### src/sv/ttcs_pkg.sv
package ttcs_pkg;

  // Default sizes
  localparam int CAPACITY_DEF  = 16;
  localparam int MAX_BYTES_DEF = 64;
  localparam int ID_BYTES_DEF  = 4;

  // Fixed field widths
  localparam int LW  = 7;
  localparam int TW  = 32;
  localparam int INW = 80;
  localparam int OUTW = 88;

  typedef enum logic [2:0] {
    ACT_INSERT = 3'd0,
    ACT_DELETE = 3'd1,
    ACT_FIND   = 3'd2,
    ACT_POP    = 3'd3,
    ACT_CLEAR  = 3'd4,
    ACT_SET_EN = 3'd5
  } act_t;

  typedef enum logic [2:0] {
    ST_OK        = 3'd0,
    ST_NOTHING   = 3'd1,
    ST_BAD_LEN   = 3'd2,
    ST_TOO_LARGE = 3'd3,
    ST_DUP       = 3'd4,
    ST_FULL      = 3'd5,
    ST_NOT_FOUND = 3'd6,
    ST_RX_SMALL  = 3'd7
  } st_t;

  typedef enum logic [3:0] {
    S_IDLE,
    S_DECODE,
    S_CHECK,
    S_SCAN_RD,
    S_SCAN_CMP,
    S_EVAL,
    S_COPY_RD,
    S_COPY_WR,
    S_STR_RD,
    S_STR_OUT,
    S_MOVE,
    S_MV_REC_WR,
    S_MV_RD,
    S_MV_WR,
    S_EMIT
  } state_t;

  typedef struct packed {
    logic load;
    logic stage;
    logic scan_start;
    logic scan_rd;
    logic scan_cmp;
    logic set_status;
    st_t  status;
    logic emit_single;
    logic clear;
    logic set_en;
    logic rec_write_new;
    logic copy_rd;
    logic copy_wr;
    logic commit_insert;
    logic commit_remove;
    logic mv_rec_rd;
    logic mv_rec_wr;
    logic mv_rd;
    logic mv_wr;
    logic str_rd;
    logic str_out;
    logic j_clear;
  } ttcs_cmd_t;

  typedef struct packed {
    act_t act;
    logic tlast;
    logic enabled;
    logic found;
    logic match;
    logic scan_done;
    logic len_short;
    logic len_long;
    logic count_full;
    logic cap_small;
    logic copy_last;
    logic str_last;
    logic mv_last;
    logic hit_is_last;
    logic out_free;
  } ttcs_sts_t;

endpackage

### src/sv/ttcs_ctrl.sv
module ttcs_ctrl import ttcs_pkg::*; (
  input  logic      clk,
  input  logic      rst,
  input  logic      in_valid,
  output logic      in_ready,
  input  ttcs_sts_t sts,
  output ttcs_cmd_t cmd
);

  state_t state, state_next;

  // State register
  always_ff @(posedge clk) begin
    if (rst) begin
      state <= S_IDLE;
    end else begin
      state <= state_next;
    end
  end

  // Next state
  always_comb begin
    state_next = state;
    unique case (state)
      S_IDLE: begin
        if (in_valid) state_next = S_DECODE;
      end
      S_DECODE: begin
        unique case (sts.act)
          ACT_INSERT: state_next = sts.tlast ? S_CHECK : S_IDLE;
          ACT_DELETE, ACT_FIND: state_next = S_SCAN_RD;
          ACT_POP: state_next = sts.enabled ? S_SCAN_RD : S_EMIT;
          default: state_next = S_EMIT;
        endcase
      end
      S_CHECK: begin
        state_next = (sts.len_short || sts.len_long) ? S_EMIT : S_SCAN_RD;
      end
      S_SCAN_RD: begin
        state_next = sts.scan_done ? S_EVAL : S_SCAN_CMP;
      end
      S_SCAN_CMP: begin
        state_next = (sts.match && sts.act != ACT_POP) ? S_EVAL : S_SCAN_RD;
      end
      S_EVAL: begin
        unique case (sts.act)
          ACT_INSERT: state_next = (sts.found || sts.count_full) ? S_EMIT : S_COPY_RD;
          ACT_DELETE: state_next = sts.found ? S_MOVE : S_EMIT;
          ACT_FIND:   state_next = sts.found ? S_STR_RD : S_EMIT;
          ACT_POP:    state_next = (!sts.found || sts.cap_small) ? S_EMIT : S_STR_RD;
          default:    state_next = S_EMIT;
        endcase
      end
      S_COPY_RD: state_next = S_COPY_WR;
      S_COPY_WR: state_next = sts.copy_last ? S_EMIT : S_COPY_RD;
      S_STR_RD:  state_next = S_STR_OUT;
      S_STR_OUT: begin
        if (sts.out_free) begin
          if (!sts.str_last) state_next = S_STR_RD;
          else state_next = (sts.act == ACT_POP) ? S_MOVE : S_IDLE;
        end
      end
      S_MOVE: begin
        if (sts.hit_is_last) state_next = (sts.act == ACT_DELETE) ? S_EMIT : S_IDLE;
        else state_next = S_MV_REC_WR;
      end
      S_MV_REC_WR: state_next = S_MV_RD;
      S_MV_RD:     state_next = S_MV_WR;
      S_MV_WR: begin
        if (sts.mv_last) state_next = (sts.act == ACT_DELETE) ? S_EMIT : S_IDLE;
        else state_next = S_MV_RD;
      end
      S_EMIT: begin
        if (sts.out_free) state_next = S_IDLE;
      end
      default: state_next = S_IDLE;
    endcase
  end

  // Commands
  always_comb begin
    cmd      = '0;
    in_ready = 1'b0;
    unique case (state)
      S_IDLE: begin
        in_ready = 1'b1;
        cmd.load = in_valid;
      end
      S_DECODE: begin
        unique case (sts.act)
          ACT_INSERT: cmd.stage = 1'b1;
          ACT_DELETE, ACT_FIND: cmd.scan_start = 1'b1;
          ACT_POP: begin
            if (sts.enabled) begin
              cmd.scan_start = 1'b1;
            end else begin
              cmd.set_status = 1'b1;
              cmd.status     = ST_NOTHING;
            end
          end
          ACT_CLEAR: begin
            cmd.clear      = 1'b1;
            cmd.set_status = 1'b1;
            cmd.status     = ST_OK;
          end
          ACT_SET_EN: begin
            cmd.set_en     = 1'b1;
            cmd.set_status = 1'b1;
            cmd.status     = ST_OK;
          end
          default: begin
            cmd.set_status = 1'b1;
            cmd.status     = ST_OK;
          end
        endcase
      end
      S_CHECK: begin
        priority if (sts.len_short) begin
          cmd.set_status = 1'b1;
          cmd.status     = ST_BAD_LEN;
        end else if (sts.len_long) begin
          cmd.set_status = 1'b1;
          cmd.status     = ST_TOO_LARGE;
        end else begin
          cmd.scan_start = 1'b1;
        end
      end
      S_SCAN_RD:  cmd.scan_rd = !sts.scan_done;
      S_SCAN_CMP: cmd.scan_cmp = 1'b1;
      S_EVAL: begin
        unique case (sts.act)
          ACT_INSERT: begin
            priority if (sts.found) begin
              cmd.set_status = 1'b1;
              cmd.status     = ST_DUP;
            end else if (sts.count_full) begin
              cmd.set_status = 1'b1;
              cmd.status     = ST_FULL;
            end else begin
              cmd.rec_write_new = 1'b1;
              cmd.j_clear       = 1'b1;
            end
          end
          ACT_DELETE: begin
            if (sts.found) begin
              cmd.commit_remove = 1'b1;
            end else begin
              cmd.set_status = 1'b1;
              cmd.status     = ST_NOT_FOUND;
            end
          end
          ACT_FIND: begin
            if (sts.found) begin
              cmd.j_clear = 1'b1;
            end else begin
              cmd.set_status = 1'b1;
              cmd.status     = ST_NOT_FOUND;
            end
          end
          ACT_POP: begin
            priority if (!sts.found) begin
              cmd.set_status = 1'b1;
              cmd.status     = ST_NOTHING;
            end else if (sts.cap_small) begin
              cmd.set_status = 1'b1;
              cmd.status     = ST_RX_SMALL;
            end else begin
              cmd.commit_remove = 1'b1;
              cmd.j_clear       = 1'b1;
            end
          end
          default: begin
            cmd.set_status = 1'b1;
            cmd.status     = ST_OK;
          end
        endcase
      end
      S_COPY_RD: cmd.copy_rd = 1'b1;
      S_COPY_WR: begin
        cmd.copy_wr = 1'b1;
        if (sts.copy_last) begin
          cmd.commit_insert = 1'b1;
          cmd.set_status    = 1'b1;
          cmd.status        = ST_OK;
        end
      end
      S_STR_RD:  cmd.str_rd = 1'b1;
      S_STR_OUT: cmd.str_out = sts.out_free;
      S_MOVE: begin
        if (sts.hit_is_last) begin
          cmd.set_status = (sts.act == ACT_DELETE);
          cmd.status     = ST_OK;
        end else begin
          cmd.mv_rec_rd = 1'b1;
        end
      end
      S_MV_REC_WR: begin
        cmd.mv_rec_wr = 1'b1;
        cmd.j_clear   = 1'b1;
      end
      S_MV_RD: cmd.mv_rd = 1'b1;
      S_MV_WR: begin
        cmd.mv_wr = 1'b1;
        if (sts.mv_last) begin
          cmd.set_status = (sts.act == ACT_DELETE);
          cmd.status     = ST_OK;
        end
      end
      S_EMIT: cmd.emit_single = sts.out_free;
      default: cmd = '0;
    endcase
  end

endmodule

### config.mk
export PLATFORM = sky130hd
export DESIGN_NAME = ttcs_ctrl
export DESIGN_NICKNAME = d
export VERILOG_FILES = /design/src/sv/ttcs_pkg.sv /design/src/sv/ttcs_ctrl.sv
export SDC_FILE = /design/constraint.sdc
export NUM_CORES = 1
export LEC_CHECK = 0
export BUFFER_PORTS_ARGS = -buffer_cell sky130_fd_sc_hd__buf_2
export CAP_MARGIN = 10
export CORE_MARGIN = 5
export CORE_UTILIZATION = 40
export CTS_BUF_LIST = sky130_fd_sc_hd__clkbuf_4 sky130_fd_sc_hd__clkbuf_8
export DETAILED_ROUTE_END_ITERATION = 10
export GPL_ROUTABILITY_DRIVEN = 0
export PLACE_DENSITY = 0.71
export SYNTH_ARGS = -nofsm -noshare
export SYNTH_HDL_FRONTEND = slang
export SYNTH_SLANG_ARGS = --single-unit
export TNS_END_PERCENT = 1
### constraint.sdc
create_clock -name clk -period 2 [get_ports clk]
set_clock_uncertainty 0.1 [all_clocks]
set_input_delay 0.2 -clock clk [delete_from_list [all_inputs] [get_ports clk]]
set_output_delay 0.2 -clock clk [all_outputs]
set_load 0.05 [all_outputs]
Yosys cells after proc, flatten, opt, wreduce, memory -nomap -nowiden
Cells that the tools add are included.
{ "word_totals": {"regBits": 4, "input_bits": 20, "output_inout_bits": 25, "elab_cells": 106} }
{ "op_classes": {"eq_ne": 23, "muxes": 71, "n_reduce_logical": 11} }
{ "op_table": {"columns": ["op", "n"], "rows": [
  ["two-way mux 4 bit", 23],
  ["one-hot mux 4 bit (15 select lines)", 1],
  ["two-way mux 1 bit", 30],
  ["== test 4 bit (second input constant)", 7],
  ["one-hot mux 4 bit (3 select lines)", 2],
  ["one-hot mux 4 bit (6 select lines)", 1],
  ["== test 4 x 3 -> 1 bit (second input constant)", 4],
  ["one-hot mux 4 bit (4 select lines)", 1],
  ["two-way mux 3 bit", 4],
  ["== test 4 x 2 -> 1 bit (second input constant)", 2],
  ["one-hot mux 1 bit (2 select lines)", 4],
  ["one-hot mux 4 bit (2 select lines)", 1],
  ["== test 3 x 2 -> 1 bit (second input constant)", 2],
  ["== test 3 bit (second input constant)", 2],
  ["two-way mux 2 bit", 3],
  ["!= test 2 bit (second input constant)", 3],
  ["== test 4 x 1 -> 1 bit (second input constant)", 1],
  ["zero test 4 bit", 1],
  ["== test 3 x 1 -> 1 bit (second input constant)", 1],
  ["zero test 3 bit", 1],
  ["logical OR 1 bit", 3],
  ["!= test 3 x 2 -> 1 bit (second input constant)", 1],
  ["one-hot mux 1 bit (3 select lines)", 1],
  ["AND reduction 3 bit", 1],
  ["other kinds (4)", 5]
]} }

Longest topological paths before layout
{ "logic_depth": {"word_depth": 5, "depth_mapped": 7} }

Worst setup path after synthesis
No wires, ideal clock.
{ "synth_path": {"kind": "flip-flop to output port", "startpoint": "register state[0]", "endpoint": "output port cmd[23] in the netlist's numbering", "arrival_ns": 2.858, "slack_ns": -1.158, "stages_incl_launch_ff": 5, "n_path_buf": 2, "cell_sequence": "dfxtp_1 -> buf_2 -> buf_2 -> nor4_1 -> and2_1"} }
{ "synth_lines": {"columns": ["item", "line_no", "rtl"], "rows": [
  ["start, declared", "ttcs_ctrl.sv:10", "state_t state, state_next;"],
  ["start signal, assigned", "ttcs_ctrl.sv:17", "state <= state_next;"],
  ["end, declared", "ttcs_ctrl.sv:7", "output ttcs_cmd_t cmd"]
]} }

==> impl_metrics.toml <==
[setup_path]
r2r_cells = 6
path_class = "reg -> out"
cp_num_cells = 5
crit_start = "state[2]"
cp_max_fo = 16
worstSetupStartpointType = "flip-flop"
crit_family = "simple AND/OR/NAND/NOR gates"
timing.rr.end = "state[1]"
max_stage_delay_ps = 410
crit_chain = "buf_6 > nor2b_1 > nand2_1 > nor3_1 > clkbuf_4"
crit_buf_inv = 2
required_ps = 1700
endpoint_kind = "output port"
r2r-start = "state[2]"
critical-path-slowest-cell = "dfxtp_1"
r2r_setup_slack_ps = 240
crit_arrival_ps = 1650

[clock_network]
cts_made_buffers = 3
worstSkewPairLatency_ps = 230
hold_buffers = 0
path_clk_slew_ps = 40
post-cts-setup-buffers = 0
cts_tree = "done"
max-clock-path-buffers = 2
cts_max_level = 1
cts.sinks = 4
root_buffer = "clkbuf_4"

[power]
irDropWorstVdd_mv = 0.650
leakage_nw = 0.583
power.density_mw_per_mm2 = 1320

[drt]
drt-initial-drc-count = 76
wl_per_cell_um = 15.5
dr.pass1.iters = 5
vias_per_cell = 6.06
dr_total_vias = 1345
drt_wl_total_mm = 3.44
final_antenna_net_count = 0
drcViolationCount = 0

[yosys]
ys_warn_count = 0
ys_ff_latch = 4
synth_top_area_cell = "dfxtp_1"
ys_seq_area_share_pct = 8.71
yosysMostFrequentCell = "nand2_1"
synthesis.nets = 168
synth.top_cell.area_share_pct = 8.71
synth_area_leaders = "dfxtp_1, a21oi_1, nor3_1"
synth_edf_count = 0
ys_async_sr_fraction_pct = 0
synthAdderAreaFrac_pct = 0
synth_top_family_by_area = "simple AND/OR/NAND/NOR gates"
syn-cell-area_um2 = 920
yosys.area_share.simple_pct = 41.9
netlist_instances = 148
synthTopCellsByCount = "nand2_1, a21oi_1, nor2_1, nor3_1, buf_2"
ys.flop_type = "dfxtp_1"
synth_compound_area_share_pct = 37.1
yosys-mux-area-fraction_pct = 1.22
avgSynthCellArea_um2 = 6.21
synthXorXnorAreaFrac_pct = 0
yosysUniqueCellTypes = 49

[sta]
period_needed_ps = 1950
tightestPinTransition_ps = 417
finalHoldViolations = 0
setup_violations = 0
rsz0062_at_grt = "yes"
final_max_slew_viol_count = 0
max_freq_mhz = 512
period_share_pct = 97.7
relSlewSlack_pct = 72.1
holdWs_ps = 71.3

[floorplan]
start_util_pct = 41.6
chipWidth_um = 58.0
die_h_um = 58.0
row_count = 17
fp.coreArea_mm2 = 0.00221
ios = 45
die_area_mm2 = 0.00336

[final_layout]
drive_above_1_share_pct = 41.2
final_core_utilization_pct = 59.4
fill_cells = 228
antennaDiodeCount = 0
largestRegisters = "state x4"
largest_reg_flops = 4
fin_nets = 216
regMostFlops = "state"
syn_to_final_growth_pct = 43.0

[min_path]
holdPathStages = 2
min_from = "rst"
min_to = "state[0]"
hold_class = "in -> reg"

[global_route]
antenna_found_initial = 0
gr-usage-all-layers_pct = 20.2
grt_pass1_vias = 1201
grt_overflow = 0
grt_max_degree = 24
grt_first_pass_wirelength_mm = 5.48

[status]
status = "finished clean"

[placement]
io_buffer_count = 44
hpwl_mm = 2.66

[job]
drv_cap = 0
[metrics by stage]
| stage | instance area (um2) | setup slack, ps | setup TNS (ps) | power (W) | cells |
|---|---|---|---|---|---|
| floorplan | 946 | -485 | -2510 | 0.00118 | 148 |
| global placement | 1220 | 152 | 0 | 0.00151 | 219 |
| detailed placement | 1220 | 127 | 0 | 0.00152 | 219 |
| CTS | 1270 | 1.13 | 0 | 0.00166 | 222 |
| global route | 1320 | -11.2 | -11.2 | 0.00185 | 222 |
| finish | 1320 | 46.1 | 0 | 0.00174 | 222 |
[logic make-up after synthesis]
kind of cell	after synthesis
DFF	4
buffers and inverters	21
muxes	1
AOI/OAI and AO/OA	50
and+or+nand+nor	72
[final cells by class]
type	count	area [um2]	share of cell area (%)
repair buffers	57	342	26.0
flip-flops and latches	4	85.1	6.47
clock buffers	3	22.5	1.71
multi-input cells	123	805	61.2
well taps	28	35.0	2.66
inverters	7	26.3	2.00
[routing by layer]
layer | routed length [um] | part of all wire [%] | GRT usage, % | vias up
met3 | 328 | 9.5 | 3.12 | 0
li1 | - | - | - | 650
met5 | 0 | 0 | 0 | -
met2 | 1660 | 48 | 32.3 | 82
met4 | 0 | 0 | 6.62 | 0
met1 | 1450 | 42 | 27.4 | 613
[worst reg2reg max path: cells and delay by family (launching register included)]
kind | cells | cell delay [ps]
flops | 1 | 410
simple gates | 1 | 260
buf+inv | 1 | 200
compound gates | 4 | 650
[report_power, final]
group	switching, W	internal (W)	leakage [nW]
combinational	0.000932	0.000528	0.536
sequential	0.0000537	0.000126	0.0339
clock	0.0000330	0.0000671	0.0138
[repair_timing]
| action | in CTS | in global routing |
|---|---|---|
| pin swaps | 0 | 4 |
| gates resized for setup | 7 | 11 |
| cloned | 0 | 0 |
| setup endpoints to repair | 4 | 5 |
[how the worst max path moves through the flow]
stage               slack, ps       to
floorplan                -490  cmd[23]
global placement          150  cmd[18]
detailed placement        130   cmd[0]
CTS                         1  cmd[18]
global route              -10  cmd[15]
finish                     50   cmd[7]
[cell usage in the layout, fill, tap and decap left out, drive strengths merged, types with 2 or more instances in the layout]
master	instances
buf	55
a211o	2
a21oi	13
o22ai	3
a22oi	2
nor3	13
dfxtp	4
nand3	4
nor4	4
o21ai	9
a31oi	3
o221ai	2
nand2b	6
nor2b	5
or3	5
inv	7
and2	2
o32ai	2
nor2	13
clkbuf	5
nand2	14
Note: power is estimated with default switching activity, not from simulation.
